<file path="src/rtl/core/tnrd_pkg.sv">
// ----------------------------------------------------------------------------
// tnrd_pkg
// Shared codes, types and helpers for the telnet receive deframer.
// ----------------------------------------------------------------------------
`default_nettype none

package tnrd_pkg;

  // Telnet protocol bytes
  localparam logic [7:0] TN_IAC  = 8'd255;
  localparam logic [7:0] TN_DONT = 8'd254;
  localparam logic [7:0] TN_DO   = 8'd253;
  localparam logic [7:0] TN_WONT = 8'd252;
  localparam logic [7:0] TN_WILL = 8'd251;
  localparam logic [7:0] TN_SB   = 8'd250;
  localparam logic [7:0] TN_SE   = 8'd240;
  localparam logic [7:0] TN_NAWS = 8'd31;

  // Bytes between the option and SE for a well-formed window size update
  localparam logic [2:0] NAWS_LEN  = 3'd5;
  localparam logic [2:0] SUB_SAT   = 3'd7;
  localparam logic [2:0] SUB_SLOTS = 3'd4;

  // Default queue depths
  localparam int MID_DEPTH_DEF = 4;
  localparam int OUT_DEPTH_DEF = 4;

  // Result kinds
  typedef enum logic [1:0] {
    KIND_DATA  = 2'd0,
    KIND_OPT   = 2'd1,
    KIND_CMD   = 2'd2,
    KIND_WINSZ = 2'd3
  } kind_t;

  // Option verbs
  typedef enum logic [1:0] {
    VERB_DO   = 2'd0,
    VERB_DONT = 2'd1,
    VERB_WILL = 2'd2,
    VERB_WONT = 2'd3
  } verb_t;

  // Byte classes found by the front end
  typedef enum logic [2:0] {
    CLS_OTHER = 3'd0,
    CLS_IAC   = 3'd1,
    CLS_SB    = 3'd2,
    CLS_VERB  = 3'd3,
    CLS_SE    = 3'd4
  } cls_t;

  // Classified byte handed from front to back
  typedef struct packed {
    logic [7:0] data;
    cls_t       cls;
    verb_t      verb;
    logic       is_naws;
  } item_t;

  localparam int ITEM_W = $bits(item_t);

  // One result transfer
  typedef struct packed {
    kind_t       kind;
    logic [7:0]  value_byte;
    verb_t       verb;
    logic [15:0] window_width;
    logic [15:0] window_height;
  } result_t;

  localparam int RESULT_W = $bits(result_t);

  // Verb code of a DO/DONT/WILL/WONT byte
  function automatic verb_t verb_of(input logic [7:0] b);
    verb_t v;
    v = VERB_DO;
    unique case (b)
      TN_DONT: v = VERB_DONT;
      TN_WILL: v = VERB_WILL;
      TN_WONT: v = VERB_WONT;
      default: v = VERB_DO;
    endcase
    return v;
  endfunction

endpackage

`default_nettype wire

</file>
<file path="src/rtl/core/tnrd_fifo.sv">
// ----------------------------------------------------------------------------
// tnrd_fifo
// Small flip-flop queue, first-word fall-through, push when not full.
// ----------------------------------------------------------------------------
`default_nettype none

module tnrd_fifo #(
  parameter int Width = 8,
  parameter int Depth = 4
) (
  input  wire              clk,
  input  wire              rst,
  input  wire              push,
  input  wire [Width-1:0]  wdata,
  output logic             full,
  input  wire              pop,
  output logic [Width-1:0] rdata,
  output logic             empty
);

  localparam int PtrW = (Depth > 1) ? $clog2(Depth) : 1;
  localparam int CntW = $clog2(Depth + 1);
  localparam logic [PtrW-1:0] LastPtr = PtrW'(Depth - 1);
  localparam logic [CntW-1:0] FullCnt = CntW'(Depth);

  logic [Width-1:0] mem [Depth];
  logic [PtrW-1:0]  wr_ptr;
  logic [PtrW-1:0]  rd_ptr;
  logic [CntW-1:0]  count;
  logic             do_push;
  logic             do_pop;

  assign full    = (count == FullCnt);
  assign empty   = (count == '0);
  assign do_push = push && !full;
  assign do_pop  = pop && !empty;
  assign rdata   = mem[rd_ptr];

  always_ff @(posedge clk) begin
    if (rst) begin
      wr_ptr <= '0;
      rd_ptr <= '0;
      count  <= '0;
    end else begin
      if (do_push) begin
        wr_ptr <= (wr_ptr == LastPtr) ? '0 : wr_ptr + PtrW'(1);
      end
      if (do_pop) begin
        rd_ptr <= (rd_ptr == LastPtr) ? '0 : rd_ptr + PtrW'(1);
      end
      if (do_push && !do_pop) begin
        count <= count + CntW'(1);
      end else if (do_pop && !do_push) begin
        count <= count - CntW'(1);
      end
    end
  end

  always_ff @(posedge clk) begin
    if (do_push) begin
      mem[wr_ptr] <= wdata;
    end
  end

endmodule

`default_nettype wire

</file>
<file path="src/rtl/core/tnrd_front.sv">
// ----------------------------------------------------------------------------
// tnrd_front
// Byte classifier: tags each received byte for the parser.
// ----------------------------------------------------------------------------
`default_nettype none

module tnrd_front (
  input  wire  [7:0]          rx_byte,
  output tnrd_pkg::item_t     item
);

  import tnrd_pkg::*;

  cls_t cls;

  always_comb begin
    unique case (rx_byte) inside
      TN_IAC:                           cls = CLS_IAC;
      TN_SB:                            cls = CLS_SB;
      TN_SE:                            cls = CLS_SE;
      TN_DO, TN_DONT, TN_WILL, TN_WONT: cls = CLS_VERB;
      default:                          cls = CLS_OTHER;
    endcase
  end

  // data, class, verb code, NAWS flag
  assign item = {rx_byte, cls, verb_of(rx_byte), (rx_byte == TN_NAWS)};

endmodule

`default_nettype wire

</file>
<file path="src/rtl/core/tnrd_parser.sv">
// ----------------------------------------------------------------------------
// tnrd_parser
// Telnet sequence state machine; turns classified bytes into results.
// ----------------------------------------------------------------------------
`default_nettype none

module tnrd_parser (
  input  wire                 clk,
  input  wire                 rst,
  input  wire                 in_valid,
  input  tnrd_pkg::item_t     in_item,
  output logic                in_take,
  input  wire                 res_full,
  output logic                res_push,
  output tnrd_pkg::result_t   res
);

  import tnrd_pkg::*;

  typedef enum logic [4:0] {
    PH_DATA   = 5'b00001,
    PH_IAC    = 5'b00010,
    PH_OPTION = 5'b00100,
    PH_SBOPT  = 5'b01000,
    PH_SBDATA = 5'b10000
  } phase_t;

  phase_t      phase, phase_next;
  verb_t       pending_verb, pending_verb_next;
  logic        sub_naws, sub_naws_next;
  logic [2:0]  sub_count, sub_count_next;
  logic [7:0]  sub_bytes [4];
  logic        sub_wr;
  logic        emit;

  // a byte without a result never waits for room in the result queue
  assign in_take  = in_valid && (!res_full || !emit);
  assign res_push = in_take && emit;

  always_comb begin
    phase_next        = phase;
    pending_verb_next = pending_verb;
    sub_naws_next     = sub_naws;
    sub_count_next    = sub_count;
    sub_wr            = 1'b0;
    emit              = 1'b0;
    res               = '0;
    res.value_byte    = in_item.data;
    unique case (phase)
      PH_IAC: begin
        phase_next = PH_DATA;
        unique case (in_item.cls)
          CLS_IAC: begin
            emit     = 1'b1;
            res.kind = KIND_DATA;
          end
          CLS_SB: phase_next = PH_SBOPT;
          CLS_VERB: begin
            pending_verb_next = in_item.verb;
            phase_next        = PH_OPTION;
          end
          default: begin
            emit     = 1'b1;
            res.kind = KIND_CMD;
          end
        endcase
      end
      PH_OPTION: begin
        phase_next = PH_DATA;
        emit       = 1'b1;
        res.kind   = KIND_OPT;
        res.verb   = pending_verb;
      end
      PH_SBOPT: begin
        sub_naws_next  = in_item.is_naws;
        sub_count_next = '0;
        phase_next     = PH_SBDATA;
      end
      PH_SBDATA: begin
        if (in_item.cls == CLS_SE) begin
          phase_next = PH_DATA;
          if (sub_naws && sub_count == NAWS_LEN) begin
            emit              = 1'b1;
            res.kind          = KIND_WINSZ;
            res.value_byte    = TN_NAWS;
            res.window_width  = {sub_bytes[0], sub_bytes[1]};
            res.window_height = {sub_bytes[2], sub_bytes[3]};
          end
        end else begin
          sub_wr = (sub_count < SUB_SLOTS);
          if (sub_count < SUB_SAT) begin
            sub_count_next = sub_count + 3'd1;
          end
        end
      end
      default: begin
        if (in_item.cls == CLS_IAC) begin
          phase_next = PH_IAC;
        end else begin
          phase_next = PH_DATA;
          emit       = 1'b1;
          res.kind   = KIND_DATA;
        end
      end
    endcase
  end

  always_ff @(posedge clk) begin
    if (rst) begin
      phase        <= PH_DATA;
      pending_verb <= VERB_DO;
      sub_naws     <= 1'b0;
      sub_count    <= '0;
    end else if (in_take) begin
      phase        <= phase_next;
      pending_verb <= pending_verb_next;
      sub_naws     <= sub_naws_next;
      sub_count    <= sub_count_next;
    end
  end

  // payload bytes of the subnegotiation, no reset
  always_ff @(posedge clk) begin
    if (in_take && sub_wr) begin
      sub_bytes[sub_count[1:0]] <= in_item.data;
    end
  end

`ifndef NO_ASSERTIONS
  a_push_needs_take: assert property (@(posedge clk) disable iff (rst)
    res_push |-> in_take && !res_full)
    else $error("result pushed without a consumed byte");

  a_sbopt_clears_count: assert property (@(posedge clk) disable iff (rst)
    in_take && phase == PH_SBOPT |=> sub_count == 3'd0 && phase == PH_SBDATA)
    else $error("subnegotiation count not cleared after option byte");

  a_idle_holds_state: assert property (@(posedge clk) disable iff (rst)
    !in_take |=> $stable(sub_count) && $stable(phase))
    else $error("parser state moved without a consumed byte");

  a_winsz_only_naws: assert property (@(posedge clk) disable iff (rst)
    res_push && res.kind == KIND_WINSZ |-> sub_naws && sub_count == NAWS_LEN)
    else $error("window size result outside a complete NAWS block");
`endif

endmodule

`default_nettype wire

</file>
<file path="src/rtl/core/telnet_receive_deframer.sv">
// ----------------------------------------------------------------------------
// telnet_receive_deframer
// Strips telnet IAC sequences from a received byte stream and reports
// data bytes, option requests, commands and window size updates.
// ----------------------------------------------------------------------------
//
//  channel | dir | handshake            | payload
//  --------+-----+----------------------+-----------------------------------
//  input   | in  | push / full          | rx_byte
//  result  | out | pop / empty          | kind, value_byte, verb,
//          |     |                      | window_width, window_height
//
//  Throughput is one byte per cycle while the result queue has room: the
//  mid queue takes a byte every cycle and the single-step parser state
//  machine consumes one per cycle, so the limit is the parser; a byte
//  with a result waits while the result queue is full. A byte's result
//  reaches the result ports once the parser takes it from the mid queue
//  and pushes it into the result queue, which falls through.
//  Synchronous active-high rst empties both queues and returns the parser to
//  the data phase; no clearing pass is needed.
//  A stall on pop backs up the result queue, then the mid queue, then raises
//  full; a byte that gives no result is still consumed while the result
//  queue is full.
// ----------------------------------------------------------------------------
`default_nettype none

module telnet_receive_deframer #(
  parameter int MidDepth = tnrd_pkg::MID_DEPTH_DEF,
  parameter int OutDepth = tnrd_pkg::OUT_DEPTH_DEF
) (
  input  wire         clk,
  input  wire         rst,
  // input queue side
  input  wire         push,
  output logic        full,
  input  wire  [7:0]  rx_byte,
  // result queue side
  input  wire         pop,
  output logic        empty,
  output logic [1:0]  kind,
  output logic [7:0]  value_byte,
  output logic [1:0]  verb,
  output logic [15:0] window_width,
  output logic [15:0] window_height
);

  import tnrd_pkg::*;

  item_t   front_item;   // classified byte from the front end
  item_t   mid_item;     // head of the mid queue
  logic    mid_empty;
  logic    take;         // parser consumes the head byte
  logic    res_full;
  logic    res_push;
  result_t res_in;
  result_t res_out;

  // Front: tag each byte on its way into the mid queue
  tnrd_front u_front (
    .rx_byte (rx_byte),
    .item    (front_item)
  );

  // Mid queue decouples classification from parsing
  tnrd_fifo #(
    .Width (ITEM_W),
    .Depth (MidDepth)
  ) u_mid_q (
    .clk   (clk),
    .rst   (rst),
    .push  (push),
    .wdata (front_item),
    .full  (full),
    .pop   (take),
    .rdata (mid_item),
    .empty (mid_empty)
  );

  // Back: telnet state machine
  tnrd_parser u_parser (
    .clk      (clk),
    .rst      (rst),
    .in_valid (!mid_empty),
    .in_item  (mid_item),
    .in_take  (take),
    .res_full (res_full),
    .res_push (res_push),
    .res      (res_in)
  );

  // Result queue holds finished transfers until popped
  tnrd_fifo #(
    .Width (RESULT_W),
    .Depth (OutDepth)
  ) u_out_q (
    .clk   (clk),
    .rst   (rst),
    .push  (res_push),
    .wdata (res_in),
    .full  (res_full),
    .pop   (pop),
    .rdata (res_out),
    .empty (empty)
  );

  assign kind          = res_out.kind;
  assign value_byte    = res_out.value_byte;
  assign verb          = res_out.verb;
  assign window_width  = res_out.window_width;
  assign window_height = res_out.window_height;

endmodule

`default_nettype wire
</file>
<file path="config.mk">
export PLATFORM = sky130hd
export DESIGN_NAME = telnet_receive_deframer
export DESIGN_NICKNAME = d
export VERILOG_FILES = /design/src/rtl/core/tnrd_pkg.sv /design/src/rtl/core/tnrd_fifo.sv /design/src/rtl/core/tnrd_front.sv /design/src/rtl/core/tnrd_parser.sv /design/src/rtl/core/telnet_receive_deframer.sv
export SDC_FILE = /design/constraint.sdc
export NUM_CORES = 1
export LEC_CHECK = 0
export BUFFER_PORTS_ARGS = -buffer_cell sky130_fd_sc_hd__buf_2
export CELL_PAD_IN_SITES_DETAIL_PLACEMENT = 1
export CELL_PAD_IN_SITES_GLOBAL_PLACEMENT = 1
export CORE_MARGIN = 4
export CORE_UTILIZATION = 53
export DETAILED_ROUTE_END_ITERATION = 7
export MAX_ROUTING_LAYER = met4
export PLACE_DENSITY = 0.86
export SYNTH_ARGS = -nofsm -noshare
export SYNTH_HDL_FRONTEND = slang
export SYNTH_SLANG_ARGS = --single-unit
</file>
<file path="constraint.sdc">
create_clock -name clk -period 4.1 [get_ports clk]
set_input_delay 0.82 -clock clk [delete_from_list [all_inputs] [get_ports clk]]
set_output_delay 0.82 -clock clk [all_outputs]
set_load 0.005 [all_outputs]
</file>
=== Word level (Yosys, flattened, before mapping) ===
Memories as Yosys holds them, arrays and structs flattened. A register that Yosys moved wholly into a read port is not among the register bits.
Index checks and enable logic that the tools add are counted.

* Register bits after elaboration: 25
* Memory bits (read-only): 0
* Output and inout port bits: 46
* Memories kept: 3
* RAM bits: 264
* Bits in latches: 0
* Word-level logic and storage cells: 127

* Multiplexer cells: 43
* Multipliers: 0
* Div/mod/pow operators: 0
* Shifts and indexed selects: 0
* Bitwise operators: 0
* Add/sub/neg operators: 9
* Order comparisons: 2
* Equality and inequality tests: 26
* Reductions and logical operators: 34

{| class="wikitable"
|+ Memories
! name !! words !! bits a word !! rd ports !! clocked after Yosys merged registers in !! wr ports !! line !! text
|-
| u_out_q.mem || 4 || 44 || 1 || 1 || 1 || tnrd_fifo.sv:26 || <nowiki>logic [Width-1:0] mem [Depth];</nowiki>
|-
| u_mid_q.mem || 4 || 14 || 1 || 1 || 1 || tnrd_fifo.sv:26 ||
|-
| u_parser.sub_bytes || 4 || 8 || 4 || 0 || 1 || tnrd_parser.sv:32 || <nowiki>logic [7:0] sub_bytes [4];</nowiki>
|}

{| class="wikitable"
|+ Operators with widths
! operator !! count
|-
| 32-bit two-way mux || 3
|-
| 8-bit equality test (second input constant) || 7
|-
| 2-bit two-way mux || 11
|-
| 10-bit two-way mux || 2
|-
| 5-bit one-hot mux with 4 select lines || 1
|-
| 3-bit two-way mux || 6
|-
| 3-bit equality test (second input constant) || 4
|-
| 1-bit logical AND || 12
|-
| 1-bit two-way mux || 12
|-
| 2-bit one-hot mux with 3 select lines || 2
|-
| 3-bit one-hot mux with 4 select lines || 1
|-
| 3-bit by 1-bit adder with 3-bit output (second input constant) || 3
|-
| 1-bit zero test || 9
|-
| 2-bit by 1-bit adder with 2-bit output (second input constant) || 4
|-
| 2-bit equality test (second input constant) || 4
|-
| 8-bit by 5-bit equality test with 1-bit output (second input constant) || 1
|-
| 8-bit two-way mux || 1
|-
| 4-bit one-hot mux with 2 select lines || 1
|-
| 3-bit by 2-bit equality test with 1-bit output (second input constant) || 2
|-
| 3-bit zero test || 2
|-
| 3-bit < comparator (second input constant) || 2
|-
| 3-bit one-hot mux with 2 select lines || 1
|-
| 2-bit nonzero test || 3
|-
| 3-bit by 1-bit subtractor with 3-bit output (second input constant) || 2
|-
| 16 further kinds || 18
|}

=== Logic depth before layout (Yosys ltp) ===
* Word-level depth: 14
* Gate-level depth with buffers: 14
* Depth with buffers taken out: 13

=== By module ===
From an unflattened synthesis, not the netlist that was laid out.

* Cells, all modules: 612
* Area, all modules: 11,656.2 sq um

{| class="wikitable"
|+ Modules (own cells, without submodules)
! module !! sequential area each (sq um) !! cells an instance !! times used !! area an instance (sq um)
|-
| tnrd_fifo at u_out_q || 5,465.2 || 280 || 1 || 6,852.8
|-
| tnrd_fifo at u_mid_q || 1,861.8 || 123 || 1 || 2,521.2
|-
| tnrd_parser || 1,181.1 || 184 || 1 || 2,114.5
|-
| tnrd_front || 0.0 || 24 || 1 || 163.9
|-
| telnet_receive_deframer || 0.0 || 1 || 1 || 3.8
|}

=== Worst setup path before layout ===
No wires, ideal clock.

* Path type: flip-flop to flip-flop
* Start: register with a tool-made name
* End: memory u_out_q.mem[0][0] (netlist name) (enable)
* Data required time: 3.694 ns
* Arrival: 3.245 ns
* Cell stages (with the launch flop): 8
* Slack: 0.448 ns
* Setup time: 0.406 ns
* Path buffers: 2
* Path through: dfxtp_1 -> buf_6 -> mux4_2 -> nand2b_4 -> or4_1 -> buf_2 -> a31oi_1 -> and3_1

{| class="wikitable"
|+ RTL lines
! what !! line
|-
| end, declared || tnrd_fifo.sv:26
|}

==> flow_summary.toml <==
[min_path]
hold_start = "rx_byte[7]"
min_to = "u_mid_q.mem[3][13]"
hp-class = "in -> reg"
holdPathStages = 1

[synthesis]
synth_top_area_share_pct = 69.8
synth_edf_count = 264
synth_largest_area_cell = "edfxtp_1"
synth_commonest_cells = "edfxtp_1 (264), mux4_2 (56), and2_1 (48)"
yosysMostFrequentCell = "edfxtp_1"
synthArstFlopShare_pct = 0
ys_seq_elements = 293
netlist_area_mm2 = 0.0114
synthDistinctLibCells = 52
ys_warn_count = 0
syn_avg_cell_area_um2 = 19.4
synth_area_leaders = "edfxtp_1 (70%), mux4_2 (11%), dfxtp_1 (5.1%)"
synth_cells = 585
ys_seq_area_share_pct = 74.9
synthFlopType = "edfxtp_1"
syn-num-nets = 615

[power_and_ir_drop]
p_clk_share_pct = 28.3
p_comb_share_pct = 23.9
switching_share_pct = 28.0
p_sw_mw = 2.40
internal-power_mw = 6.17
p_seq_share_pct = 47.8
p_leak_nw = 4.51
power_density_mw_per_mm2 = 664
peakVddDrop_v = 0.000445

[finish]
diodes = 0
nNetsFinal = 697
instances_no_fill = 965
drive_above_1_share_pct = 27.4
final_util_pct = 61.4
fin_area_mm2 = 0.0129
area_growth_pct = 13.7

[drt]
routedWlPerCell_um = 24.9
dr.first_iter.drc_count = 466
num_vias = 5638
drc = 0
viasPerCell = 5.84
drt_pass1_iterations = 4
wirelength_um = 24100
drtAntennaViolNets = 0

[critical_path]
cp-start-kind = "flop"
reg2regPathDepth = 12
endpoint_kind = "flop"
cp_max_fo = 8
required_ps = 4570
timing.rr.end = "u_mid_q.count[2]"
cp.arrival_ps = 4330
crit_type = "reg -> reg"
rrSetupSlack_ps = 240

[flow_run]
cap_viol_max_count = 0

[cts]
numCtsBuffers = 29
clk_latency_ps = 550
ctsHoldBuffers = 0
cts_root_buffer = "clkbuf_16"
clk_pin_slew_worst_paths_ps = 60
cts.sinks = 293
cts-htree-levels = 1
cts_resized = 0
clockBufferDepth = 3
cts_tree = "built"
cts_setup_buffers = 0

[timing]
hold_violations = 0
tns_ps = 0
worst_pin_slew_ps = 761
skew_ps = 8.81
clock.fmax_ghz = 0.259
slew_headroom_pct = 49.3
rsz0062_at_grt = "false"
maxSlewViolCount = 0
fin_crit_sh_pct = 94.0
setup_viol = 0
setup_slack_ps = 244
period_minus_slack_ps = 3860

[outcome]
status = "completed"

[placement]
place_hpwl_um = 16000
dp_cells = 909
dpl_cell_area_mm2 = 0.0120
place.gp.congestion = 0.773
portBuffers = 57
place_ws_ps = 89.0

[floorplan]
row_count = 53
die_h_um = 154
start_util_pct = 54.0
core-area_mm2 = 0.0210
ios = 58
die_w_um = 154
die-area_mm2 = 0.0238

[grt]
gr-total-overflow = 0
first_global_vias = 6291
grt_start_max_net_pins = 38
antenna_found_initial = 0
grt_pass1_wl_um = 37400
track_usage_pct = 21.2
power by group through the flow:
stage                     combinational, mW  clock, mW  sequential [mW]
final                                  2.05       2.43             4.10
after global routing                   2.23       2.63             4.14
after CTS                              2.09       2.48             4.11
after detailed placement               2.06          0             4.16
after global placement                 1.96          0             4.09
after floorplan                        1.30          0             4.04
placed cells by master (no fill, tap or decap), drive strengths merged, types with 6 or more instances in the layout:
master,netlist,routed
mux2i,8,8
nor2,26,26
dfxtp,29,29
clkbuf,14,50
inv,10,11
buf,8,73
a21oi,16,16
ha,16,16
and2,48,48
nand3,7,7
edfxtp,264,264
nor3,6,6
mux4,58,58
o21ai,9,9
nand2,8,8
worst max path at each step:
stage,endpoint,from,depth (start not counted),slack [ps]
2_1_floorplan,u_out_q.mem[0][0],flop,7,450
3_3_place_gp,u_mid_q.count[2],flop,12,280
3_5_place_dp,u_mid_q.count[2],flop,12,90
4_1_cts,u_mid_q.count[2],flop,12,80
5_1_grt,u_mid_q.count[2],flop,12,40
6_report,u_mid_q.count[2],flop,12,240
per-layer routing:
metal / vias up / global-route usage, % / part of all wire (%)
li1: 2498 / - / -
met1: 2933 / 25.4 / 38
met2: 172 / 38.0 / 56
met3: 35 / 3.22 / 4.6
met4: 0 / 5.51 / 2.2
met5: - / - / 0
cell families after synthesis:
family                     synth area share [%]
adders and majority gates                  2.12
and+or+nand+nor                            6.77
buffers and inverters                      1.14
DFF                                        74.9
AOI/OAI and AO/OA                          2.38
muxes                                      12.3
xor gates and xnor gates                  0.386
cell type report:
class                      instances  area [um^2]
sequential                       293         8510
fill                            1791         8110
multi-input combinational        260         2730
clock buffer                      50          835
timing repair buffer              73          418
tap                              275          344
clock inverter                     4         40.0
inverter                          10         37.5
state kept, by name (all words and copies together) (netlist names), named ones only:
name	flops
u_parser.pending_verb	2
u_parser.phase	5
u_parser.sub_count	3
u_mid_q.count	3
u_out_q.rd_ptr	2
u_mid_q.rd_ptr	2
u_mid_q.mem	56
u_out_q.wr_ptr	2
u_mid_q.wr_ptr	2
u_parser.sub_naws	1
u_out_q.count	3
u_parser.sub_bytes	32
u_out_q.mem	176
stage by stage:
step                      power (mW)  hold WS, ps
after detailed placement        6.22          520
after CTS                       8.67          500
after global placement          6.05          476
after floorplan                 5.34          455
after global routing            9.00          505
final                           8.57          525
critical path: stages, from the launching register on:
cell	delay, ps
dfxtp_1	420
mux4_2	580
nand2b_4	170
or4_1	700
a311oi_4	440
nor2_2	120
inv_1	110
ha_1	180
inv_1	70
fa_1	370
xor2_1	170
or3_1	310
a21oi_1	140
Note: power is estimated with default switching activity, not from simulation.
